[src/rtl/core/u8u16_pkg.sv]
// Package: shared types and constants of the UTF-8 to UTF-16 decoder.
`timescale 1ns / 1ps

package u8u16_pkg;

  typedef enum logic [2:0] {
    ST_OK        = 3'd0,
    ST_BAD_LEAD  = 3'd1,
    ST_BAD_CONT  = 3'd2,
    ST_TOO_LARGE = 3'd3,
    ST_TRUNCATED = 3'd4
  } status_e;

  localparam int unsigned CpW = 21;

  localparam logic [15:0]    HighSurr  = 16'hD800;
  localparam logic [15:0]    LowSurr   = 16'hDC00;
  localparam logic [CpW-1:0] PlaneBase = 21'h010000;
  localparam logic [CpW-1:0] CpLimit   = 21'h110000;
  localparam logic [7:0]     ContMask  = 8'hC0;
  localparam logic [7:0]     ContTag   = 8'h80;

  typedef struct packed {
    logic [1:0]  count;
    logic [15:0] unit0;
    status_e     st0;
    logic        last0;
    logic [15:0] unit1;
  } step_res_t;

  typedef struct packed {
    logic [CpW-1:0] cp;
    logic [1:0]     rem;
  } dec_state_t;

endpackage

[src/rtl/core/u8u16_step.sv]
// Step logic: decodes one byte against the gathered state into results and next state.
`timescale 1ns / 1ps

module u8u16_step (
  input  logic [7:0]            byte_i,
  input  logic                  last_i,
  input  u8u16_pkg::dec_state_t state_i,
  output u8u16_pkg::dec_state_t state_o,
  output u8u16_pkg::step_res_t  res_o
);

  logic                      err;
  u8u16_pkg::status_e        err_st;
  logic                      fin;
  logic [u8u16_pkg::CpW-1:0] c;
  logic [u8u16_pkg::CpW-1:0] v;
  logic                      loaded;
  logic [u8u16_pkg::CpW-1:0] cp_n;
  logic [1:0]                rem_n;

  always_comb begin
    err    = 1'b0;
    err_st = u8u16_pkg::ST_OK;
    fin    = 1'b0;
    c      = '0;
    loaded = 1'b0;
    cp_n   = state_i.cp;
    rem_n  = state_i.rem;
    if (state_i.rem == 2'd0) begin
      if (byte_i inside {[8'h00:8'h7F]}) begin
        fin = 1'b1;
        c   = {13'd0, byte_i};
      end else if (byte_i inside {[8'hC0:8'hDF]}) begin
        cp_n   = {16'd0, byte_i[4:0]};
        rem_n  = 2'd1;
        loaded = 1'b1;
      end else if (byte_i inside {[8'hE0:8'hEF]}) begin
        cp_n   = {17'd0, byte_i[3:0]};
        rem_n  = 2'd2;
        loaded = 1'b1;
      end else if (byte_i inside {[8'hF0:8'hF7]}) begin
        cp_n   = {18'd0, byte_i[2:0]};
        rem_n  = 2'd3;
        loaded = 1'b1;
      end else begin
        err    = 1'b1;
        err_st = u8u16_pkg::ST_BAD_LEAD;
      end
      if (loaded && last_i) begin
        err    = 1'b1;
        err_st = u8u16_pkg::ST_TRUNCATED;
      end
    end else if ((byte_i & u8u16_pkg::ContMask) != u8u16_pkg::ContTag) begin
      err    = 1'b1;
      err_st = u8u16_pkg::ST_BAD_CONT;
    end else begin
      cp_n  = {state_i.cp[u8u16_pkg::CpW-7:0], byte_i[5:0]};
      rem_n = state_i.rem - 2'd1;
      if (rem_n == 2'd0) begin
        fin = 1'b1;
        c   = cp_n;
      end else if (last_i) begin
        err    = 1'b1;
        err_st = u8u16_pkg::ST_TRUNCATED;
      end
    end

    if (fin && (c >= u8u16_pkg::CpLimit)) begin
      fin    = 1'b0;
      err    = 1'b1;
      err_st = u8u16_pkg::ST_TOO_LARGE;
    end

    v = c - u8u16_pkg::PlaneBase;

    res_o.count = 2'd0;
    res_o.unit0 = '0;
    res_o.st0   = u8u16_pkg::ST_OK;
    res_o.last0 = 1'b1;
    res_o.unit1 = u8u16_pkg::LowSurr | {6'd0, v[9:0]};
    if (err) begin
      res_o.count = 2'd1;
      res_o.st0   = err_st;
    end else if (fin) begin
      if (c < u8u16_pkg::PlaneBase) begin
        res_o.count = 2'd1;
        res_o.unit0 = c[15:0];
      end else begin
        res_o.count = 2'd2;
        res_o.unit0 = u8u16_pkg::HighSurr | {6'd0, v[19:10]};
        res_o.last0 = 1'b0;
      end
    end

    if (err || fin) begin
      state_o.cp  = '0;
      state_o.rem = 2'd0;
    end else begin
      state_o.cp  = cp_n;
      state_o.rem = rem_n;
    end
  end

endmodule

[src/rtl/core/utf8_to_utf16_decoder.sv]
// Top level: streaming UTF-8 byte to UTF-16 code unit decoder.
//
// Slave channel s_axis takes one UTF-8 byte per request in tdata, with tlast
// marking the final byte of the stream. Master channel m_axis gives one
// UTF-16 code unit per request in tdata, the status code in tuser, and tlast
// on the final result caused by a byte.
// A byte is held in the input register and is decoded into the result
// register, from which its first result is offered; while the result
// register is stalled, the byte waits in the input register.
// Throughput is one byte per cycle while results are taken; a pair of
// surrogates holds the result register, and so the input register, until
// both are taken. Lead and continuation bytes that finish nothing yield
// no result. Errors yield one result with code unit zero and return to
// expecting a lead. When the receiver stalls, the result register holds
// and the input register still takes one more byte before tready drops.
// Reset clears both registers' valid flags and the gathered code point state.
`timescale 1ns / 1ps

module utf8_to_utf16_decoder (
  input  logic        clk_i,
  input  logic        rst_ni,
  input  logic        s_axis_tvalid_i,
  output logic        s_axis_tready_o,
  input  logic [7:0]  s_axis_tdata_i,  // [7:0] in_byte
  input  logic        s_axis_tlast_i,  // last_byte
  output logic        m_axis_tvalid_o,
  input  logic        m_axis_tready_i,
  output logic [15:0] m_axis_tdata_o,  // [15:0] code_unit
  output logic [2:0]  m_axis_tuser_o,  // [2:0] status
  output logic        m_axis_tlast_o   // last_of_run
);

  logic                  in_vld_q;
  logic [7:0]            in_byte_q;
  logic                  in_last_q;
  u8u16_pkg::dec_state_t st_q, st_d;
  u8u16_pkg::step_res_t  res;
  logic                  out_vld_q;
  logic                  pend_q;
  logic [15:0]           out_unit_q;
  u8u16_pkg::status_e    out_st_q;
  logic                  out_last_q;
  logic [15:0]           sec_unit_q;
  logic                  out_fire;
  logic                  out_free;
  logic                  advance;
  logic                  in_fire;

  assign out_fire        = out_vld_q && m_axis_tready_i;
  assign out_free        = !out_vld_q || (m_axis_tready_i && !pend_q);
  assign advance         = in_vld_q && out_free;
  assign s_axis_tready_o = !in_vld_q || advance;
  assign in_fire         = s_axis_tvalid_i && s_axis_tready_o;

  u8u16_step u_step (
    .byte_i  (in_byte_q),
    .last_i  (in_last_q),
    .state_i (st_q),
    .state_o (st_d),
    .res_o   (res)
  );

  always_ff @(posedge clk_i or negedge rst_ni) begin
    if (!rst_ni) begin
      in_vld_q <= 1'b0;
    end else if (in_fire) begin
      in_vld_q <= 1'b1;
    end else if (advance) begin
      in_vld_q <= 1'b0;
    end
  end

  always_ff @(posedge clk_i) begin
    if (in_fire) begin
      in_byte_q <= s_axis_tdata_i;
      in_last_q <= s_axis_tlast_i;
    end
  end

  always_ff @(posedge clk_i or negedge rst_ni) begin
    if (!rst_ni) begin
      st_q.cp  <= '0;
      st_q.rem <= 2'd0;
    end else if (advance) begin
      st_q <= st_d;
    end
  end

  always_ff @(posedge clk_i or negedge rst_ni) begin
    if (!rst_ni) begin
      out_vld_q <= 1'b0;
      pend_q    <= 1'b0;
    end else if (advance) begin
      out_vld_q <= (res.count != 2'd0);
      pend_q    <= (res.count == 2'd2);
    end else if (out_fire) begin
      out_vld_q <= pend_q;
      pend_q    <= 1'b0;
    end
  end

  always_ff @(posedge clk_i) begin
    if (advance) begin
      out_unit_q <= res.unit0;
      out_st_q   <= res.st0;
      out_last_q <= res.last0;
      sec_unit_q <= res.unit1;
    end else if (out_fire && pend_q) begin
      out_unit_q <= sec_unit_q;
      out_st_q   <= u8u16_pkg::ST_OK;
      out_last_q <= 1'b1;
    end
  end

  assign m_axis_tvalid_o = out_vld_q;
  assign m_axis_tdata_o  = out_unit_q;
  assign m_axis_tuser_o  = out_st_q;
  assign m_axis_tlast_o  = out_last_q;

  a_pend_needs_out : assert property (@(posedge clk_i) disable iff (!rst_ni)
    pend_q |-> out_vld_q)
    else $error("second unit pending without a first result");

  a_pend_is_high_surr : assert property (@(posedge clk_i) disable iff (!rst_ni)
    pend_q |-> (!m_axis_tlast_o && m_axis_tuser_o == u8u16_pkg::ST_OK
                && m_axis_tdata_o[15:10] == u8u16_pkg::HighSurr[15:10]))
    else $error("first unit of a pair is not a high surrogate");

  a_err_zero_unit : assert property (@(posedge clk_i) disable iff (!rst_ni)
    (out_vld_q && m_axis_tuser_o != u8u16_pkg::ST_OK)
      |-> (m_axis_tdata_o == 16'd0 && m_axis_tlast_o))
    else $error("error result carries a code unit");

  a_pair_follows : assert property (@(posedge clk_i) disable iff (!rst_ni)
    (out_fire && pend_q) |=> (out_vld_q && m_axis_tlast_o
                              && m_axis_tdata_o[15:10] == u8u16_pkg::LowSurr[15:10]))
    else $error("low surrogate did not follow high surrogate");

endmodule
[config.mk]
export PLATFORM = sky130hd
export DESIGN_NAME = utf8_to_utf16_decoder
export DESIGN_NICKNAME = d
export VERILOG_FILES = /design/src/rtl/core/u8u16_pkg.sv /design/src/rtl/core/u8u16_step.sv /design/src/rtl/core/utf8_to_utf16_decoder.sv
export SDC_FILE = /design/constraint.sdc
export NUM_CORES = 1
export LEC_CHECK = 0
export BUFFER_PORTS_ARGS = -buffer_cell sky130_fd_sc_hd__buf_4
export CAP_MARGIN = 20
export CELL_PAD_IN_SITES_DETAIL_PLACEMENT = 1
export CELL_PAD_IN_SITES_GLOBAL_PLACEMENT = 2
export CORE_UTILIZATION = 39
export DETAILED_ROUTE_END_ITERATION = 10
export PLACE_DENSITY_LB_ADDON = 0.1
export SYNTH_ARGS = -nofsm -noshare
export SYNTH_HDL_FRONTEND = slang
export SYNTH_SLANG_ARGS = --single-unit
[constraint.sdc]
create_clock -name clk_i -period 2.9 [get_ports clk_i]
set_input_delay 0.58 -clock clk_i [delete_from_list [all_inputs] [get_ports clk_i]]
set_output_delay 0.58 -clock clk_i [all_outputs]
set_load 0.02 [all_outputs]
# After elaboration in Yosys (flattened, before gate mapping)
# Cells that the tools add are included.
[classes]
n_eq_ne = 5
add_sub_neg = 2
n_reduce_logical = 24
magnitude_cmp = 10
mux = 67
[op_table]
columns = ["cell", "count"]
rows = [
  ["$mux W15", 6],
  ["$mux W21", 3],
  ["$mux W16", 3],
  ["$mux W18", 2],
  ["$mux W3", 12],
  ["$mux W1", 32],
  ["$ge A8 B8 Y1 const B", 3],
  ["$le A8 B8 Y1 const B", 3],
  ["$ge A21 B21 Y1 const B", 1],
  ["$lt A21 B17 Y1 const B", 1],
  ["$sub A20 B17 Y20 const B", 1],
  ["$mux W17", 1],
  ["$mux W2", 7],
  ["$logic_and A1 B1 Y1", 11],
  ["$ge A8 B1 Y1 const B", 1],
  ["$le A8 B7 Y1 const B", 1],
  ["$mux W8", 1],
  ["$reduce_bool A2 Y1", 4],
  ["$ne A5 B5 Y1 const B", 1],
  ["$logic_not A2 Y1", 2],
  ["$reduce_and A4 Y1", 1],
  ["$logic_not A1 Y1", 3],
  ["$logic_or A1 B1 Y1", 3],
  ["$ne A3 B2 Y1 const B", 1],
  ["4 further kinds", 4],
]
[totals]
reg_bits = 59

# Logic depth before layout (Yosys ltp)
[depth]
word_depth = 14
ltp_mapped = 10

# Hierarchy
# From an unflattened synthesis, not the netlist that was laid out.
[hier_totals]
cells_unflattened = 318
area_unflattened_um2 = 3917.5
[by_module_without_submodules]
columns = ["module", "cells_per_inst", "instances", "area_each_um2"]
rows = [
  ["utf8_to_utf16_decoder", 133, 1, 2778.9],
  ["u8u16_step", 185, 1, 1138.6],
]

# Worst setup path before layout
# No wires, ideal clock.
[synth_path]
path_kind = "register to register"
startpoint = "register st_q[0] (netlist bit)"
endpoint = "register out_unit_q[6] (netlist: m_axis_tdata_o[6]), data pin"
setup_slack_ns = 0.549
n_path_buf = 2
arrival_time_ns = 2.094
stages_incl_launch_ff = 11
setup_ns = 0.257
cell_sequence = "dfrtp_1 -> clkbuf_1 -> and4bb_2 -> buf_2 -> nand2_1 -> inv_1 -> ha_1 -> nor4b_1 -> nand3_1 -> or3_1 -> a32o_1"
[synth_via]
elab_chain_len = 11
[synth_lines]
columns = ["item", "line", "source"]
rows = [
  ["from (decl)", "utf8_to_utf16_decoder.sv:36", "u8u16_pkg::dec_state_t st_q, st_d;"],
  ["from (signal assigned)", "utf8_to_utf16_decoder.sv:85", "st_q <= st_d;"],
  ["$sub A2 B1 Y2", "u8u16_step.sv:58", "rem_n = state_i.rem - 2'd1;"],
  ["$logic_not A2 Y1", "u8u16_step.sv:59", "if (rem_n == 2'd0) begin"],
  ["$mux W21", "u8u16_step.sv:59", ""],
  ["$mux W21", "u8u16_step.sv:53", "end else if ((byte_i & u8u16_pkg::ContMask) != u8u16_pkg::ContTag) begin"],
  ["$mux W21", "u8u16_step.sv:29", "if (state_i.rem == 2'd0) begin"],
  ["$ge A21 B21 Y1", "u8u16_step.sv:68", "if (fin && (c >= u8u16_pkg::CpLimit)) begin"],
  ["$logic_and A1 B1 Y1", "u8u16_step.sv:68", ""],
  ["$mux W1", "u8u16_step.sv:68", ""],
  ["$mux W18", "u8u16_step.sv:84", "end else if (fin) begin"],
  ["$mux W16 (*)", "u8u16_step.sv:81", "if (err) begin"],
  ["$mux W16 (*)", "utf8_to_utf16_decoder.sv:103", "if (advance) begin"],
  ["to (signal assigned)", "utf8_to_utf16_decoder.sv:104", "out_unit_q <= res.unit0;"],
  ["to (signal assigned)", "utf8_to_utf16_decoder.sv:109", "out_unit_q <= sec_unit_q;"],
  ["to (decl)", "utf8_to_utf16_decoder.sv:40", "logic [15:0] out_unit_q;"],
]
# Every way passes the cells marked *; elsewhere a longest branch is shown, timed or not.
# A chain may end at the register's enable or synchronous reset.

# Worst setup path after layout
[layout_path]
startpoint = "register in_byte_q[6]"
endpoint = "register out_unit_q[9] (netlist: m_axis_tdata_o[9]), data pin"
[layout_via]
elab_chain_len = 13
[layout_lines]
columns = ["item", "line", "source"]
rows = [
  ["from (decl)", "utf8_to_utf16_decoder.sv:34", "logic [7:0] in_byte_q;"],
  ["from (signal assigned)", "utf8_to_utf16_decoder.sv:75", "in_byte_q <= s_axis_tdata_i;"],
  ["branches (longest 11 deep; another with $ge A21 B21 Y1)", "-", ""],
  ["$mux W16 (*)", "u8u16_step.sv:81", ""],
  ["$mux W16 (*)", "utf8_to_utf16_decoder.sv:103", ""],
]
# Mark *: on every way between the ends. The select of a mux whose other input is x is not followed.

==> results.toml <==
[critical_path]
r2r-end = "m_axis_tdata_o[9]"
r2r_slack_ns = 0.28
cp_top_family = "simple AND/OR/NAND/NOR gates"
worst_setup_path_end_kind = "flop"
reg2reg_depth = 8
critical_path_class = "flop to flop"
setup.worst_path.start_class = "flop"
critical_path.most_common_cell = "nand2_1"
cp_num_buf_inv = 1
worstPathArrival_ns = 2.69
critical_path_cell_count = 8
cp_slowest_cell = "and4bb_2"
crit_path_max_incr_delay_ns = 0.51
required_ns = 2.97
worst-path-max-fanout = 13
r2r_start = "in_byte_q[6]"
crit_chain = "and4bb_2 -> nand2_1 -> inv_1 -> ha_1 -> nor4b_1 -> nand2_1 -> nor4_4 -> o31ai_1"
crit_path_start = "in_byte_q[6]"
endpoint = "m_axis_tdata_o[9]"

[global_route]
grt_pass1_wl_um = 11300
grt_max_degree = 21
antenna_found_initial = 0
grt_pass1_vias = 2138
grt_remaining_overflow = 0
grt_usage_pct = 20.4

[outcome]
status = "finished clean"

[yosys]
synth-main-ff-cell = "edfxtp_1"
async_flop_share_pct = 33.9
synth_top_area_cell = "edfxtp_1"
syn_nets = 231
synth_edf_count = 39
synthesis.area_sq_um = 2730
yosysTopAreaCellShare_pct = 42.9
synth_area_leaders = "edfxtp_1, dfrtp_1, and2_1"
ys_ff_latch = 59
synth-seq-area-share_pct = 61.3
netlist_instances = 216
syn_avg_cell_area_sq_um = 12.6
ys.warnings.count = 0
synth.distinct_cells = 48

[pwr]
swShare_pct = 24.6
internal_power_uw = 1660
ir_drop_mv = 0.245
clockPowerShare_pct = 40.6
p_seq_share_pct = 46.6
p_leak_uw = 0.00131
combPwrFrac_pct = 12.8
totalPowerFinal_uw = 2210
powerDensity_nw_per_um2 = 672
switchingPower_uw = 543

[timing]
finalHoldViolations = 0
setup_viol = 0
final.setup.tns_ns = 0
skew_ns = 0.00642
slew_headroom_pct = 53.6
drv_slew = 0
layout_setup_ws_ns = 0.282
fmax_ghz = 0.382
rsz0062_at_grt = "false"
period_needed_ns = 2.62
min_period_over_period_pct = 90.3
worstMarginPinSlew_ns = 0.694

[route]
ant_nets = 0
drc = 0
wl_per_cell_um = 20.5
wl_um = 6890
vias_per_cell = 5.80
vias = 1949
dr.pass1.iters = 4
drt_iter0_drc = 93

[place]
pre_cts_ws_ns = 0.268
dpl.hpwl_um = 4770
gp_congestion = 0.903
io_buffers = 34
dpl_cell_area_sq_um = 3050

[floorplanning]
dieWidth_um = 85.6
fp.dieH_um = 85.6
core-area_sq_um = 6760
rows = 30
ios = 35
start_util_pct = 40.4
die-area_sq_um = 7330

[clocking]
cts_num_sinks = 59
max-clock-path-buffers = 2
insertion_delay_ns = 0.34
cts_buffers = 9
cts_resized = 0
clk_pin_slew_worst_paths_ns = 0.07
h-tree-depth = 3
root_buffer = "clkbuf_8"
hold_buffers = 0
cts_tree = "done"
cts_setup_buffers = 0

[layout]
diodes = 0
utilization_pct = 48.6
fin_area_sq_um = 3280
area_delta_synth_final_pct = 20.3
drive_above_1_share_pct = 25.4
nets = 266

[flow_run]
max_cap_violations = 0

[worst_hold_path]
hp-class = "input pin to asynchronous set/reset pin"
-- power by group through the flow --
stage | logic [uW] | clock network (uW) | registers (uW)
5_1_grt | 303 | 947 | 1040
3_3_place_gp | 275 | 0 | 1040
4_1_cts | 285 | 912 | 1030
3_5_place_dp | 283 | 0 | 1050
6_report | 282 | 895 | 1030
2_1_floorplan | 138 | 0 | 1060
-- cells in the mapped netlist (2+ instances only) --
cell / instances
edfxtp_1: 39
dfrtp_1: 20
nand2_1: 18
and2_1: 17
a22o_1: 12
clkbuf_1: 10
nor2_1: 9
o21ai_0: 8
nand3_1: 7
a221o_1: 6
a32o_1: 6
o31ai_1: 6
nor4_1: 5
a21oi_1: 4
inv_1: 4
nand2b_1: 3
or2_2: 3
a31oi_1: 2
and3_1: 2
buf_2: 2
buf_6: 2
ha_1: 2
nor4b_1: 2
o21a_1: 2
o41ai_1: 2
-- cells by family (layout without fill, tap and decap cells) --
family / Yosys count / in the layout / synth area share (%)
AND/OR/NAND/NOR: 79 / 79 / 17.4
flip-flops: 59 / 59 / 61.3
XOR/XNOR: 2 / 2 / 0.918
buffers and inverters: 19 / 59 / 3.26
adder cells (fa/ha/maj): 2 / 2 / 0.917
AO/OA/AOI/OAI: 55 / 55 / 16.2
-- sequential cells by signal (all words and copies together) (netlist names) --
| register | cells |
|---|---|
| st_q | 17 |
| m_axis_tdata_o | 16 |
| sec_unit_q | 10 |
| in_byte_q | 8 |
| m_axis_tuser_o | 3 |
| in_last_q | 1 |
| in_vld_q | 1 |
| m_axis_tlast_o | 1 |
| m_axis_tvalid_o | 1 |
| pend_q | 1 |
-- stage by stage --
step                      hold WS [ns]  std cells
after floorplan                  0.284        216
after global placement           0.479        320
after detailed placement         0.482        320
after CTS                        0.119        336
after global routing             0.136        336
final                            0.119        336
-- per-layer routing --
metal	track usage [%]	wire, um
met1	25.8	3100
met2	34.8	3490
met3	2.69	175
met4	9.55	126
met5	0	0
-- layout make-up --
cell class / instances / area (sq um)
inverters: 4 / 15.0
clock buffers: 10 / 128
flip-flops and latches: 59 / 1670
multi-input cells: 138 / 971
clock inverters: 6 / 104
repair buffers: 39 / 293
well taps: 80 / 100
fillers: 708 / 3470
-- worst min-delay path by stage --
stage,startpoint,cells past startpoint,to
6_report,rst_ni,1,st_q[0]
5_1_grt,rst_ni,1,st_q[12]
4_1_cts,rst_ni,1,st_q[12]
3_5_place_dp,rst_ni,1,st_q[0]
3_3_place_gp,rst_ni,1,st_q[1]
2_1_floorplan,rst_ni,0,in_vld_q
-- cells in the final DEF (no fill, tap or decap), types with 4 or more instances in the layout --
| master | Yosys | final |
|---|---|---|
| nor2_1 | 9 | 9 |
| a221o_1 | 6 | 6 |
| a32o_1 | 6 | 6 |
| nor4_1 | 5 | 5 |
| edfxtp_1 | 39 | 39 |
| dfrtp_1 | 20 | 20 |
| o21ai_0 | 8 | 8 |
| nand2_1 | 18 | 18 |
| o31ai_1 | 6 | 6 |
| a22o_1 | 12 | 12 |
| clkbuf_8 | 0 | 9 |
| inv_1 | 4 | 4 |
| buf_4 | 0 | 39 |
| nand3_1 | 7 | 7 |
| and2_1 | 17 | 17 |
Note: power is estimated with default switching activity, not from simulation.
